File: src/rtl/core/wpt_pkg.sv
// ----------------------------------------------------------------------------
// wpt_pkg: shared types for the word and punctuation tokenizer
// Result kinds, the push control between the scanner and the result queue,
// and the fixed field widths.
// ----------------------------------------------------------------------------
`default_nettype none

package wpt_pkg;

    // Width of a source character and of the saturating word length.
    localparam int CHAR_W = 8;
    localparam int LEN_W  = 16;

    // Kind of a result item.
    typedef enum logic [1:0] {
        KIND_WORDCH  = 2'd0,
        KIND_WORDEND = 2'd1,
        KIND_PUNCT   = 2'd2
    } kind_t;

    // Push control from the scanner to the result queue.
    // push1 is only ever set together with push0.
    typedef struct packed {
        logic push0;
        logic push1;
    } push_t;

endpackage

`default_nettype wire

File: src/rtl/core/wpt_in_if.sv
// ----------------------------------------------------------------------------
// wpt_in_if: character input channel
// Valid/ready channel carrying one source character with its position and
// the end-of-input marker.
// ----------------------------------------------------------------------------
`default_nettype none

interface wpt_in_if #(
    parameter int POS_WIDTH = 16
);
    logic                       valid;
    logic                       ready;
    logic [wpt_pkg::CHAR_W-1:0] ch;
    logic [POS_WIDTH-1:0]       line_no;
    logic [POS_WIDTH-1:0]       col_no;
    logic                       end_of_input;

    modport source (
        output valid, ch, line_no, col_no, end_of_input,
        input  ready
    );

    modport sink (
        input  valid, ch, line_no, col_no, end_of_input,
        output ready
    );
endinterface

`default_nettype wire

File: src/rtl/core/wpt_out_if.sv
// ----------------------------------------------------------------------------
// wpt_out_if: token output channel
// Valid/ready channel carrying one result item of the tokenizer.
// ----------------------------------------------------------------------------
`default_nettype none

interface wpt_out_if #(
    parameter int POS_WIDTH = 16
);
    logic                       valid;
    logic                       ready;
    wpt_pkg::kind_t             kind;
    logic [wpt_pkg::CHAR_W-1:0] char_out;
    logic [POS_WIDTH-1:0]       start_line;
    logic [POS_WIDTH-1:0]       start_col;
    logic                       first_of_word;
    logic [wpt_pkg::LEN_W-1:0]  word_len;
    logic                       last;

    modport source (
        output valid, kind, char_out, start_line, start_col, first_of_word,
               word_len, last,
        input  ready
    );

    modport sink (
        input  valid, kind, char_out, start_line, start_col, first_of_word,
               word_len, last,
        output ready
    );
endinterface

`default_nettype wire

File: src/rtl/core/wpt_scan.sv
// ----------------------------------------------------------------------------
// wpt_scan: character classifier and word state
// Classifies each accepted character, keeps the open-word state, and forms
// the result items, at most two, that the character causes.
// ----------------------------------------------------------------------------
`default_nettype none

module wpt_scan #(
    parameter int POS_WIDTH = 16
) (
    input  wire logic            clk,
    input  wire logic            rst_n,
    wpt_in_if.sink               src,
    input  wire logic            space_ok,
    output wpt_pkg::push_t       push,
    output logic [2+wpt_pkg::CHAR_W+2*POS_WIDTH+1+wpt_pkg::LEN_W+1-1:0] res0,
    output logic [2+wpt_pkg::CHAR_W+2*POS_WIDTH+1+wpt_pkg::LEN_W+1-1:0] res1
);

    typedef struct packed {
        wpt_pkg::kind_t             kind;
        logic [wpt_pkg::CHAR_W-1:0] char_out;
        logic [POS_WIDTH-1:0]       start_line;
        logic [POS_WIDTH-1:0]       start_col;
        logic                       first_of_word;
        logic [wpt_pkg::LEN_W-1:0]  word_len;
        logic                       last;
    } result_t;

    localparam logic [wpt_pkg::LEN_W-1:0]  LEN_MAX  = '1;
    localparam logic [wpt_pkg::LEN_W-1:0]  LEN_ONE  = wpt_pkg::LEN_W'(1);
    localparam logic [POS_WIDTH-1:0]       POS_ONE  = POS_WIDTH'(1);
    localparam logic [wpt_pkg::CHAR_W-1:0] CH_SPACE = 8'h20;
    localparam logic [wpt_pkg::CHAR_W-1:0] CH_TAB   = 8'h09;
    localparam logic [wpt_pkg::CHAR_W-1:0] CH_CR    = 8'h0D;
    localparam logic [wpt_pkg::CHAR_W-1:0] CH_BELL  = 8'h07;
    localparam logic [wpt_pkg::CHAR_W-1:0] CH_BS    = 8'h08;
    localparam logic [wpt_pkg::CHAR_W-1:0] CH_DOT   = 8'h2E;
    localparam logic [wpt_pkg::CHAR_W-1:0] CH_COMMA = 8'h2C;
    localparam logic [wpt_pkg::CHAR_W-1:0] CH_COLON = 8'h3A;
    localparam logic [wpt_pkg::CHAR_W-1:0] CH_LBRK  = 8'h5B;
    localparam logic [wpt_pkg::CHAR_W-1:0] CH_RBRK  = 8'h5D;
    localparam logic [wpt_pkg::CHAR_W-1:0] CH_QUES  = 8'h3F;
    localparam logic [wpt_pkg::CHAR_W-1:0] CH_EXCL  = 8'h21;

    // Word state.
    logic                      in_word_reg;
    logic                      in_word_next;
    logic [wpt_pkg::LEN_W-1:0] word_length_reg;
    logic [wpt_pkg::LEN_W-1:0] word_length_next;
    logic [POS_WIDTH-1:0]      word_start_line_reg;
    logic [POS_WIDTH-1:0]      word_start_line_next;
    logic [POS_WIDTH-1:0]      word_start_col_reg;
    logic [POS_WIDTH-1:0]      word_start_col_next;

    logic    accept;
    logic    is_white;
    logic    is_punct;
    result_t word_end;
    result_t r0;
    result_t r1;

    assign src.ready = space_ok;
    assign accept    = src.valid & space_ok;

    // Character classes: whitespace is tab through carriage return and space.
    assign is_white = (src.ch == CH_SPACE) || ((src.ch >= CH_TAB) && (src.ch <= CH_CR));
    assign is_punct = (src.ch == CH_DOT)   || (src.ch == CH_COMMA) ||
                      (src.ch == CH_COLON) || (src.ch == CH_LBRK)  ||
                      (src.ch == CH_RBRK)  || (src.ch == CH_QUES)  ||
                      (src.ch == CH_EXCL)  || (src.ch == CH_BELL)  ||
                      (src.ch == CH_BS);

    // Word-end item for the word that is open now.
    always_comb
    begin
        word_end               = '0;
        word_end.kind          = wpt_pkg::KIND_WORDEND;
        word_end.start_line    = word_start_line_reg;
        word_end.start_col     = word_start_col_reg;
        word_end.word_len      = word_length_reg;
    end

    // Result items and the next word state.
    always_comb
    begin
        r0                   = '0;
        r1                   = '0;
        push                 = '0;
        in_word_next         = in_word_reg;
        word_length_next     = word_length_reg;
        word_start_line_next = word_start_line_reg;
        word_start_col_next  = word_start_col_reg;

        if (src.end_of_input || is_white)
        begin
            // A separator closes an open word and emits nothing of its own.
            if (in_word_reg)
            begin
                r0               = word_end;
                r0.last          = 1'b1;
                push.push0       = 1'b1;
                in_word_next     = 1'b0;
                word_length_next = '0;
            end
        end
        else if (is_punct)
        begin
            // The mark goes out after the word end, if a word was open.
            r1            = '0;
            r1.kind       = wpt_pkg::KIND_PUNCT;
            r1.char_out   = src.ch;
            r1.start_line = src.line_no;
            r1.start_col  = src.col_no;
            r1.last       = 1'b1;
            push.push0    = 1'b1;
            if (in_word_reg)
            begin
                r0               = word_end;
                push.push1       = 1'b1;
                in_word_next     = 1'b0;
                word_length_next = '0;
            end
            else
            begin
                r0 = r1;
            end
        end
        else if (!in_word_reg)
        begin
            // First character of a new word.
            in_word_next         = 1'b1;
            word_length_next     = LEN_ONE;
            word_start_line_next = src.line_no;
            word_start_col_next  = src.col_no;
            r0.kind              = wpt_pkg::KIND_WORDCH;
            r0.char_out          = src.ch;
            r0.start_line        = src.line_no;
            r0.start_col         = src.col_no;
            r0.first_of_word     = 1'b1;
            r0.last              = 1'b1;
            push.push0           = 1'b1;
        end
        else
        begin
            // Further character of the open word; the length saturates.
            if (word_length_reg != LEN_MAX)
            begin
                word_length_next = word_length_reg + LEN_ONE;
            end
            r0.kind       = wpt_pkg::KIND_WORDCH;
            r0.char_out   = src.ch;
            r0.start_line = word_start_line_reg;
            r0.start_col  = word_start_col_reg;
            r0.last       = 1'b1;
            push.push0    = 1'b1;
        end

        if (!accept)
        begin
            push                 = '0;
            in_word_next         = in_word_reg;
            word_length_next     = word_length_reg;
            word_start_line_next = word_start_line_reg;
            word_start_col_next  = word_start_col_reg;
        end
    end

    assign res0 = r0;
    assign res1 = r1;

    // State registers.
    always_ff @(posedge clk or negedge rst_n)
    begin
        if (!rst_n)
        begin
            in_word_reg         <= 1'b0;
            word_length_reg     <= '0;
            word_start_line_reg <= POS_ONE;
            word_start_col_reg  <= POS_ONE;
        end
        else
        begin
            in_word_reg         <= in_word_next;
            word_length_reg     <= word_length_next;
            word_start_line_reg <= word_start_line_next;
            word_start_col_reg  <= word_start_col_next;
        end
    end

endmodule

`default_nettype wire

File: src/rtl/core/wpt_rqueue.sv
// ----------------------------------------------------------------------------
// wpt_rqueue: result queue
// Four-entry register queue that takes up to two result items per cycle
// and hands them out one per cycle on the output channel while the receiver is ready.
// ----------------------------------------------------------------------------
`default_nettype none

module wpt_rqueue #(
    parameter int POS_WIDTH = 16
) (
    input  wire logic            clk,
    input  wire logic            rst_n,
    input  wpt_pkg::push_t       push,
    input  wire logic [2+wpt_pkg::CHAR_W+2*POS_WIDTH+1+wpt_pkg::LEN_W+1-1:0] res0,
    input  wire logic [2+wpt_pkg::CHAR_W+2*POS_WIDTH+1+wpt_pkg::LEN_W+1-1:0] res1,
    output logic                 space_ok,
    wpt_out_if.source            dst
);

    typedef struct packed {
        wpt_pkg::kind_t             kind;
        logic [wpt_pkg::CHAR_W-1:0] char_out;
        logic [POS_WIDTH-1:0]       start_line;
        logic [POS_WIDTH-1:0]       start_col;
        logic                       first_of_word;
        logic [wpt_pkg::LEN_W-1:0]  word_len;
        logic                       last;
    } result_t;

    localparam int DEPTH = 4;
    localparam int PTR_W = $clog2(DEPTH);
    localparam int CNT_W = $clog2(DEPTH + 1);

    localparam logic [PTR_W-1:0] PTR_ONE    = PTR_W'(1);
    localparam logic [PTR_W-1:0] PTR_TWO    = PTR_W'(2);
    localparam logic [CNT_W-1:0] CNT_ROOM   = CNT_W'(DEPTH - 2);

    result_t             mem [DEPTH];
    logic [PTR_W-1:0]    wr_ptr_reg;
    logic [PTR_W-1:0]    wr_ptr_next;
    logic [PTR_W-1:0]    rd_ptr_reg;
    logic [PTR_W-1:0]    rd_ptr_next;
    logic [CNT_W-1:0]    count_reg;
    logic [CNT_W-1:0]    count_next;
    logic                pop;
    result_t             head;

    // Room for two more items whatever the output side does this cycle.
    assign space_ok = (count_reg <= CNT_ROOM);

    // Output side.
    assign head              = mem[rd_ptr_reg];
    assign dst.valid         = (count_reg != '0);
    assign dst.kind          = head.kind;
    assign dst.char_out      = head.char_out;
    assign dst.start_line    = head.start_line;
    assign dst.start_col     = head.start_col;
    assign dst.first_of_word = head.first_of_word;
    assign dst.word_len      = head.word_len;
    assign dst.last          = head.last;
    assign pop               = dst.valid & dst.ready;

    // Pointer and fill bookkeeping.
    always_comb
    begin
        wr_ptr_next = wr_ptr_reg;
        rd_ptr_next = rd_ptr_reg;
        if (push.push1)
        begin
            wr_ptr_next = wr_ptr_reg + PTR_TWO;
        end
        else if (push.push0)
        begin
            wr_ptr_next = wr_ptr_reg + PTR_ONE;
        end
        if (pop)
        begin
            rd_ptr_next = rd_ptr_reg + PTR_ONE;
        end
        count_next = count_reg + CNT_W'(push.push0) + CNT_W'(push.push1) - CNT_W'(pop);
    end

    always_ff @(posedge clk or negedge rst_n)
    begin
        if (!rst_n)
        begin
            wr_ptr_reg <= '0;
            rd_ptr_reg <= '0;
            count_reg  <= '0;
        end
        else
        begin
            wr_ptr_reg <= wr_ptr_next;
            rd_ptr_reg <= rd_ptr_next;
            count_reg  <= count_next;
        end
    end

    // Entry storage; payload needs no reset.
    always_ff @(posedge clk)
    begin
        if (push.push0)
        begin
            mem[wr_ptr_reg] <= result_t'(res0);
        end
        if (push.push1)
        begin
            mem[wr_ptr_reg + PTR_ONE] <= result_t'(res1);
        end
    end

endmodule

`default_nettype wire

File: src/rtl/core/word_and_punct_tokenizer.sv
// Result items are registered in the result queue when their character is accepted and
// leave on tok_out in order. One character is taken per cycle while the queue has room;
// a mark that closes a word yields two items, which leave one by one through the four-entry result queue.
// tok_in.ready is high while the queue holds at most two items.
// Reset (rst_n low, asynchronous) closes any open word, sets the start position
// to line 1, column 1, and empties the result queue.
// ----------------------------------------------------------------------------
// word_and_punct_tokenizer: streaming word and punctuation tokenizer
// Splits a character stream into word characters, word ends and punctuation
// marks, each tagged with its source position.
// ----------------------------------------------------------------------------
`default_nettype none

module word_and_punct_tokenizer #(
    parameter int POS_WIDTH = 16
) (
    input  wire logic clk,
    input  wire logic rst_n,
    wpt_in_if.sink    tok_in,
    wpt_out_if.source tok_out
);

    localparam int RES_W = 2 + wpt_pkg::CHAR_W + 2 * POS_WIDTH + 1 + wpt_pkg::LEN_W + 1;

    wpt_pkg::push_t   push;
    logic [RES_W-1:0] res0;
    logic [RES_W-1:0] res1;
    logic             space_ok;

    // Classification and word state.
    wpt_scan #(
        .POS_WIDTH (POS_WIDTH)
    ) u_scan (
        .clk      (clk),
        .rst_n    (rst_n),
        .src      (tok_in),
        .space_ok (space_ok),
        .push     (push),
        .res0     (res0),
        .res1     (res1)
    );

    // Result queue, which drives the output channel.
    wpt_rqueue #(
        .POS_WIDTH (POS_WIDTH)
    ) u_rqueue (
        .clk      (clk),
        .rst_n    (rst_n),
        .push     (push),
        .res0     (res0),
        .res1     (res1),
        .space_ok (space_ok),
        .dst      (tok_out)
    );

    // Input back-pressure only comes from a queue that holds items.
    assert property (@(posedge clk) disable iff (!rst_n)
        !tok_in.ready |-> tok_out.valid)
    else $error("input stalled with an empty result queue");

    // A word end always reports a nonzero length.
    assert property (@(posedge clk) disable iff (!rst_n)
        tok_out.valid && (tok_out.kind == wpt_pkg::KIND_WORDEND) |-> (tok_out.word_len != '0))
    else $error("word end with zero length");

    // Only word ends carry a length.
    assert property (@(posedge clk) disable iff (!rst_n)
        tok_out.valid && (tok_out.kind != wpt_pkg::KIND_WORDEND) |-> (tok_out.word_len == '0))
    else $error("length on an item that is not a word end");

    // The first-of-word flag only marks word characters.
    assert property (@(posedge clk) disable iff (!rst_n)
        tok_out.valid && tok_out.first_of_word |-> (tok_out.kind == wpt_pkg::KIND_WORDCH))
    else $error("first-of-word flag on an item that is not a word character");

endmodule

`default_nettype wire

File: src/flat_wrapper.sv
// flat-port wrapper written by rule: the top's interface ports become plain ports
module word_and_punct_tokenizer_flat 
#(
    parameter int POS_WIDTH = 16
)
  (clk, rst_n, tok_in_valid, tok_in_ch, tok_in_line_no, tok_in_col_no, tok_in_end_of_input, tok_in_ready, tok_out_valid, tok_out_kind, tok_out_char_out, tok_out_start_line, tok_out_start_col, tok_out_first_of_word, tok_out_word_len, tok_out_last, tok_out_ready);
  wpt_in_if #(.POS_WIDTH(POS_WIDTH)) tok_in_i ();
  wpt_out_if #(.POS_WIDTH(POS_WIDTH)) tok_out_i ();
  input  wire logic clk;
  input  wire logic rst_n;
  input wire logic [$bits(tok_in_i.valid)-1:0] tok_in_valid;
  input wire logic [$bits(tok_in_i.ch)-1:0] tok_in_ch;
  input wire logic [$bits(tok_in_i.line_no)-1:0] tok_in_line_no;
  input wire logic [$bits(tok_in_i.col_no)-1:0] tok_in_col_no;
  input wire logic [$bits(tok_in_i.end_of_input)-1:0] tok_in_end_of_input;
  output wire logic [$bits(tok_in_i.ready)-1:0] tok_in_ready;
  output wire logic [$bits(tok_out_i.valid)-1:0] tok_out_valid;
  output wire logic [$bits(tok_out_i.kind)-1:0] tok_out_kind;
  output wire logic [$bits(tok_out_i.char_out)-1:0] tok_out_char_out;
  output wire logic [$bits(tok_out_i.start_line)-1:0] tok_out_start_line;
  output wire logic [$bits(tok_out_i.start_col)-1:0] tok_out_start_col;
  output wire logic [$bits(tok_out_i.first_of_word)-1:0] tok_out_first_of_word;
  output wire logic [$bits(tok_out_i.word_len)-1:0] tok_out_word_len;
  output wire logic [$bits(tok_out_i.last)-1:0] tok_out_last;
  input wire logic [$bits(tok_out_i.ready)-1:0] tok_out_ready;
  assign tok_in_i.valid = tok_in_valid;
  assign tok_in_i.ch = tok_in_ch;
  assign tok_in_i.line_no = tok_in_line_no;
  assign tok_in_i.col_no = tok_in_col_no;
  assign tok_in_i.end_of_input = tok_in_end_of_input;
  assign tok_in_ready = tok_in_i.ready;
  assign tok_out_valid = tok_out_i.valid;
  assign tok_out_kind = tok_out_i.kind;
  assign tok_out_char_out = tok_out_i.char_out;
  assign tok_out_start_line = tok_out_i.start_line;
  assign tok_out_start_col = tok_out_i.start_col;
  assign tok_out_first_of_word = tok_out_i.first_of_word;
  assign tok_out_word_len = tok_out_i.word_len;
  assign tok_out_last = tok_out_i.last;
  assign tok_out_i.ready = tok_out_ready;
  word_and_punct_tokenizer #(.POS_WIDTH(POS_WIDTH)) u_core (.clk(clk), .rst_n(rst_n), .tok_in(tok_in_i), .tok_out(tok_out_i));
endmodule
File: config.mk
export PLATFORM = sky130hd
export DESIGN_NAME = word_and_punct_tokenizer_flat
export DESIGN_NICKNAME = d
export VERILOG_FILES = /design/src/rtl/core/wpt_pkg.sv /design/src/rtl/core/wpt_in_if.sv /design/src/rtl/core/wpt_out_if.sv /design/src/rtl/core/wpt_scan.sv /design/src/rtl/core/wpt_rqueue.sv /design/src/rtl/core/word_and_punct_tokenizer.sv /design/src/flat_wrapper.sv
export SDC_FILE = /design/constraint.sdc
export NUM_CORES = 1
export LEC_CHECK = 0
export ABC_AREA = 1
export BUFFER_PORTS_ARGS = -buffer_cell sky130_fd_sc_hd__buf_2
export CORE_UTILIZATION = 45
export DETAILED_ROUTE_END_ITERATION = 6
export PLACE_DENSITY = 0.58
export SLEW_MARGIN = 20
export SYNTH_ARGS = -nofsm -noshare
export SYNTH_HDL_FRONTEND = slang
export SYNTH_SLANG_ARGS = --single-unit
export TNS_END_PERCENT = 10
File: constraint.sdc
create_clock -name clk -period 5.4 [get_ports clk]
set_clock_uncertainty 0.15 [all_clocks]
set_input_delay 0.81 -clock clk [delete_from_list [all_inputs] [get_ports clk]]
set_output_delay 0.81 -clock clk [all_outputs]
set_load 0.02 [all_outputs]
# Word level (Yosys, flattened, before mapping)
# Memory sizes are Yosys's and may differ from the RTL's.
# Index checks and enable logic that the tools add are counted.
[op_classes] n_addsub=7 magnitude_cmp=3 n_eq_ne=12 mux=28 bitwise=5 reduce_logical=15
[op_table] op="60-bit two-way mux" n=4
[op_table] op="16-bit two-way mux" n=6
[op_table] op="59-bit two-way mux" n=1
[op_table] op="8-bit by 6-bit == test with 1-bit output, second input constant" n=6
[op_table] op="43-bit two-way mux" n=1
[op_table] op="32-bit two-way mux" n=1
[op_table] op="16-bit by 1-bit adder with 16-bit output, second input constant" n=1
[op_table] op="8-bit by 7-bit == test with 1-bit output, second input constant" n=2
[op_table] op="16-bit != test, second input constant" n=1
[op_table] op="1-bit two-way mux" n=12
[op_table] op="1-bit logical OR" n=10
[op_table] op="8-bit by 3-bit == test with 1-bit output, second input constant" n=1
[op_table] op="8-bit by 4-bit == test with 1-bit output, second input constant" n=1
[op_table] op="8-bit by 4-bit >= comparator with 1-bit output, second input constant" n=1
[op_table] op="8-bit by 4-bit less-or-equal comparator with 1-bit output, second input constant" n=1
[op_table] op="3-bit by 1-bit adder with 3-bit output" n=2
[op_table] op="2-bit two-way mux" n=3
[op_table] op="2-bit by 1-bit adder with 2-bit output, second input constant" n=2
[op_table] op="4-bit by 1-bit != test with 1-bit output, second input constant" n=1
[op_table] op="4-bit AND reduction" n=1
[op_table] op="3-bit by 2-bit less-or-equal comparator with 1-bit output, second input constant" n=1
[op_table] op="1-bit NOT" n=3
[op_table] op="3-bit nonzero test" n=1
[op_table] op="3-bit by 1-bit subtractor with 3-bit output" n=1
[op_table] op="other kinds (5)" n=6
[word_totals] reg_bits=56 ram_bits=240 out_inout_bits=62 wordCells=78 n_memories=1
[mem_list] name="u_core.u_rqueue.mem" words=4 width=60 read_ports=1 rd_ports_with_merged_regs=0 wr=2 line="wpt_rqueue.sv:38" source="result_t mem [DEPTH];"

# Depth between registers and ports, before layout
[depth] depth_word=15 ltp_mapped=14 ltp_nobuf=14

# Cells and area by module
# From an unflattened synthesis, not the netlist that was laid out.
[hier_totals] hier_cells=2048 hier_area_um2=16443.3
[modules_own_cells] module="wpt_rqueue" n_inst=1 cells_each=1412 area_per_inst_um2=12394.4
[modules_own_cells] module="wpt_scan" n_inst=1 cells_each=636 area_per_inst_um2=4048.9

# Least setup slack after synthesis
# Ideal clock, no wire load.
[synth_path] kind="input -> register" start="input port tok_in_ch[6]" end="memory u_core.u_rqueue.mem[2][0] in the netlist's numbering (enable)" setup_time_ns=0.400 t_arrival_ns=2.941 required_time_ns=4.850 path_slack_ns=1.909 cell_stages=12 cell_sequence="inv_1 nand2_1 nor2_1 nand3_1 nand2_1 inv_1 nand2_1 nand4_4 nor2_4 buf_2 inv_1 nand2_1"
[synth_lines] item="start: declaration" line="flat_wrapper.sv:12" source="input wire logic [$bits(tok_in_i.ch)-1:0] tok_in_ch;"
[synth_lines] item="end: declaration" line="wpt_rqueue.sv:38"

# Final worst setup path
[layout_path] start="register u_core.u_rqueue.rd_ptr_reg[0]" end="output port tok_out_last"
[layout_between] elab_chain_cells=1
[layout_lines] item="start: declaration" line="wpt_rqueue.sv:41" source="logic [PTR_W-1:0] rd_ptr_reg;"
[layout_lines] item="start signal: assignment" line="wpt_rqueue.sv:94" source="rd_ptr_reg <= rd_ptr_next;"
[layout_lines] item="memory read 4 x 60 bit"
[layout_lines] item="end: declaration" line="flat_wrapper.sv:24" source="output wire logic [$bits(tok_out_i.last)-1:0] tok_out_last;"
# No other way between the ends.

==> flow_summary.json <==
{
  "vdd_ir_drop_max_uv": 359,
  "drc": 0,
  "pre_cts_ws_ns": 1.68,
  "synth-main-ff-cell": "edfxtp_1",
  "largest_reg_flops": 240,
  "antenna_found_initial": 0,
  "ys_seq_area_share_pct": 51.8,
  "die_y_um": 186,
  "hold_viol": 0,
  "p_leak_nw": 6.61,
  "clock.fmax_mhz": 250,
  "grt_pass1_vias": 12900,
  "status": "completed",
  "area_delta_synth_final_pct": 12.6,
  "fin_nets": 2032,
  "synth_edf_count": 168,
  "finalPower_w": 0.00886,
  "grt_pass1_wl_um": 72200,
  "p_per_area_mw_per_mm2": 516,
  "setup_tns_ns": 0,
  "final_common_cell": "nand2_1",
  "cp_max_fo": 76,
  "finalMaxSlewViolations": 0,
  "cp-start-kind": "flip-flop",
  "clock_latency_ns": 0.52,
  "final_layout_size_suffix_gt1_share_pct": 10.8,
  "clock_path_buffers": 3,
  "switching_share_pct": 41.0,
  "yosysWarnings": 0,
  "top_register": "u_core.u_rqueue.mem",
  "die-area_mm2": 0.0346,
  "maxCapViolations": 0,
  "firstDrtPassIters": 5,
  "cts_made_buffers": 35,
  "cts_tree": "yes",
  "wl_per_cell_um": 19.0,
  "crit_arrival_ns": 3.04,
  "rsz0062_at_grt": "no",
  "finalSetupViolations": 0,
  "hp-class": "reg -> reg",
  "cts_root_buf": "clkbuf_16",
  "cp-end-kind": "output pin",
  "vias_per_cell": 5.51,
  "overflow": 0,
  "min_period_ns": 4.00,
  "critPathSlowestCell": "dfrtp_4",
  "maxSlewHeadroom_pct": 28.3,
  "p_seq_share_pct": 34.8,
  "worstMarginPinSlew_ns": 1.08,
  "critical_path.max_stage_delay_ns": 0.74,
  "h-tree-depth": 2,
  "n_fill_cell": 3184,
  "numPortBuffers": 106,
  "ys_ff_latch": 296,
  "intPower_w": 0.00523,
  "yosysUniqueCellTypes": 34,
  "num_vias": 13500,
  "layout_setup_ws_ns": 1.40,
  "final_cell_mix": "599 x nand2_1, 295 x o21ai_0, 203 x nor2_1, 168 x edfxtp_1, 124 x o22ai_1",
  "grt_usage_pct": 27.3,
  "p_switching_w": 0.00363,
  "crit_path_cell_trace": "clkinv_2, buf_12, o21ai_0, o22ai_1, buf_2",
  "syn_area_mm2": 0.0152,
  "num_antenna_cells": 0,
  "num_rows": 67,
  "path_class": "reg -> out",
  "syn-num-nets": 1996,
  "p_clk_share_pct": 26.4,
  "async_flop_share_pct": 18.9,
  "antenna_left": 0,
  "period_share_pct": 74.0,
  "initial_core_util_pct": 45.6,
  "cts_sinks": 296,
  "cts-hold-fix-buffers": 0,
  "fp.dieW_um": 186,
  "path_clk_slew_ns": 0.06,
  "grt_max_degree": 90,
  "syn-mean-instance-area_um2": 7.85,
  "post_cts_buffers": 0,
  "worstPathRequired_ns": 4.44,
  "post_cts_resized": 0,
  "core_mm2": 0.0334,
  "p_comb_share_pct": 38.9,
  "hpwl_um": 26000,
  "wl_um": 46500,
  "gp_congestion": 0.877,
  "syn-instance-count": 1940,
  "drt_iter0_markers": 1037,
  "io_pins": 107
}
-- final timing paths --
| path | startpoint | to | slack, ns | depth (start not counted) |
|---|---|---|---|---|
| min reg2reg | u_core.u_rqueue.mem[2][6] | u_core.u_rqueue.mem[2][6] | 0.31 | 2 |
| max in group asynchronous | rst_n | u_core.u_rqueue.rd_ptr_reg[0] | 4.05 | 2 |
| max | u_core.u_rqueue.rd_ptr_reg[0] | tok_out_last | 1.40 | 5 |
| min in group asynchronous | rst_n | u_core.u_scan.word_start_line_reg[13] | 0.32 | 2 |
| max reg2reg | u_core.u_rqueue.count_reg[1] | u_core.u_rqueue.mem[0][38] | 2.09 | 8 |
| min | u_core.u_rqueue.mem[2][6] | u_core.u_rqueue.mem[2][6] | 0.31 | 2 |
-- critical path: cells and delay by family (launching register included) --
kind	cells	cell delay [ns]
flip-flops	1	0.74
buffers and inverters	3	1.29
AO/OA/AOI/OAI	2	0.36
-- final cells by class --
| type | instances | area, um^2 | area share, % |
|---|---|---|---|
| Sequential cell | 296 | 7900 | 46.0 |
| Tap cell | 448 | 561 | 3.27 |
| Inverter | 125 | 475 | 2.77 |
| Clock buffer | 54 | 1090 | 6.36 |
| Multi-Input combinational cell | 1385 | 6300 | 36.7 |
| Timing Repair Buffer | 133 | 783 | 4.56 |
| Clock inverter | 9 | 51.3 | 0.299 |
-- power by group through the flow --
stage	Sequential [W]	Combinational (W)	Clock, W
final	0.00308	0.00344	0.00234
after global routing	0.00312	0.00380	0.00244
after CTS	0.00308	0.00346	0.00236
after detailed placement	0.00312	0.00345	0
after global placement	0.00311	0.00341	0
after floorplan	0.00302	0.00236	0
-- per-layer routing --
metal  wire length [um]  vias to the layer above  share of wire, %  global-route usage [%]
met3               3080                       75               6.6                    3.85
met1              20100                     6414                43                    35.9
li1                   -                     6556                 -                       -
met4               1140                        0               2.5                    8.20
met2              22100                      453                48                    46.3
met5                  0                        -                 0                       0
-- cell families (layout without fill, tap and decap cells) --
logic type / after synthesis / after routing / synth area share (%)
DFF: 296 / 296 / 51.8
xor gates and xnor gates: 5 / 5 / 0.287
buffers and inverters: 259 / 321 / 6.92
adders and majority gates: 11 / 11 / 1.00
AOI/OAI and AO/OA: 503 / 503 / 17.6
and+or+nand+nor: 866 / 866 / 22.4
-- cell usage after synthesis, types with 4 or more instances --
cell type  count  share of area, %
a21oi_1       73               2.4
buf_2         63               2.1
clkbuf_1      68               1.7
clkinv_1       5              0.12
dfrtp_1       54               8.9
dfxtp_1       72               9.5
edfxtp_1     168                33
ha_1           9              0.74
inv_1        118               2.9
nand2_1      603                15
nand3_1       27              0.89
nand4_1       11              0.45
nor2_1       204               5.0
nor2_4         5              0.37
nor3_1         5              0.16
o21ai_0      295               9.7
o21ai_1        8              0.26
o22ai_1      124               5.1
xor2_1         4              0.23
-- stage by stage --
step / instances / instance area, um^2 / hold WS (ns) / utilization [%]
final: 2450 / 17200 / 0.311 / 51.3
after global routing: 2450 / 17200 / 0.321 / 51.3
after CTS: 2450 / 17200 / 0.312 / 51.3
after detailed placement: 2387 / 16000 / 0.303 / 47.9
after global placement: 2387 / 16000 / 0.300 / 47.9
after floorplan: 1940 / 15200 / 0.291 / -
Note: power is estimated with default switching activity, not from simulation.
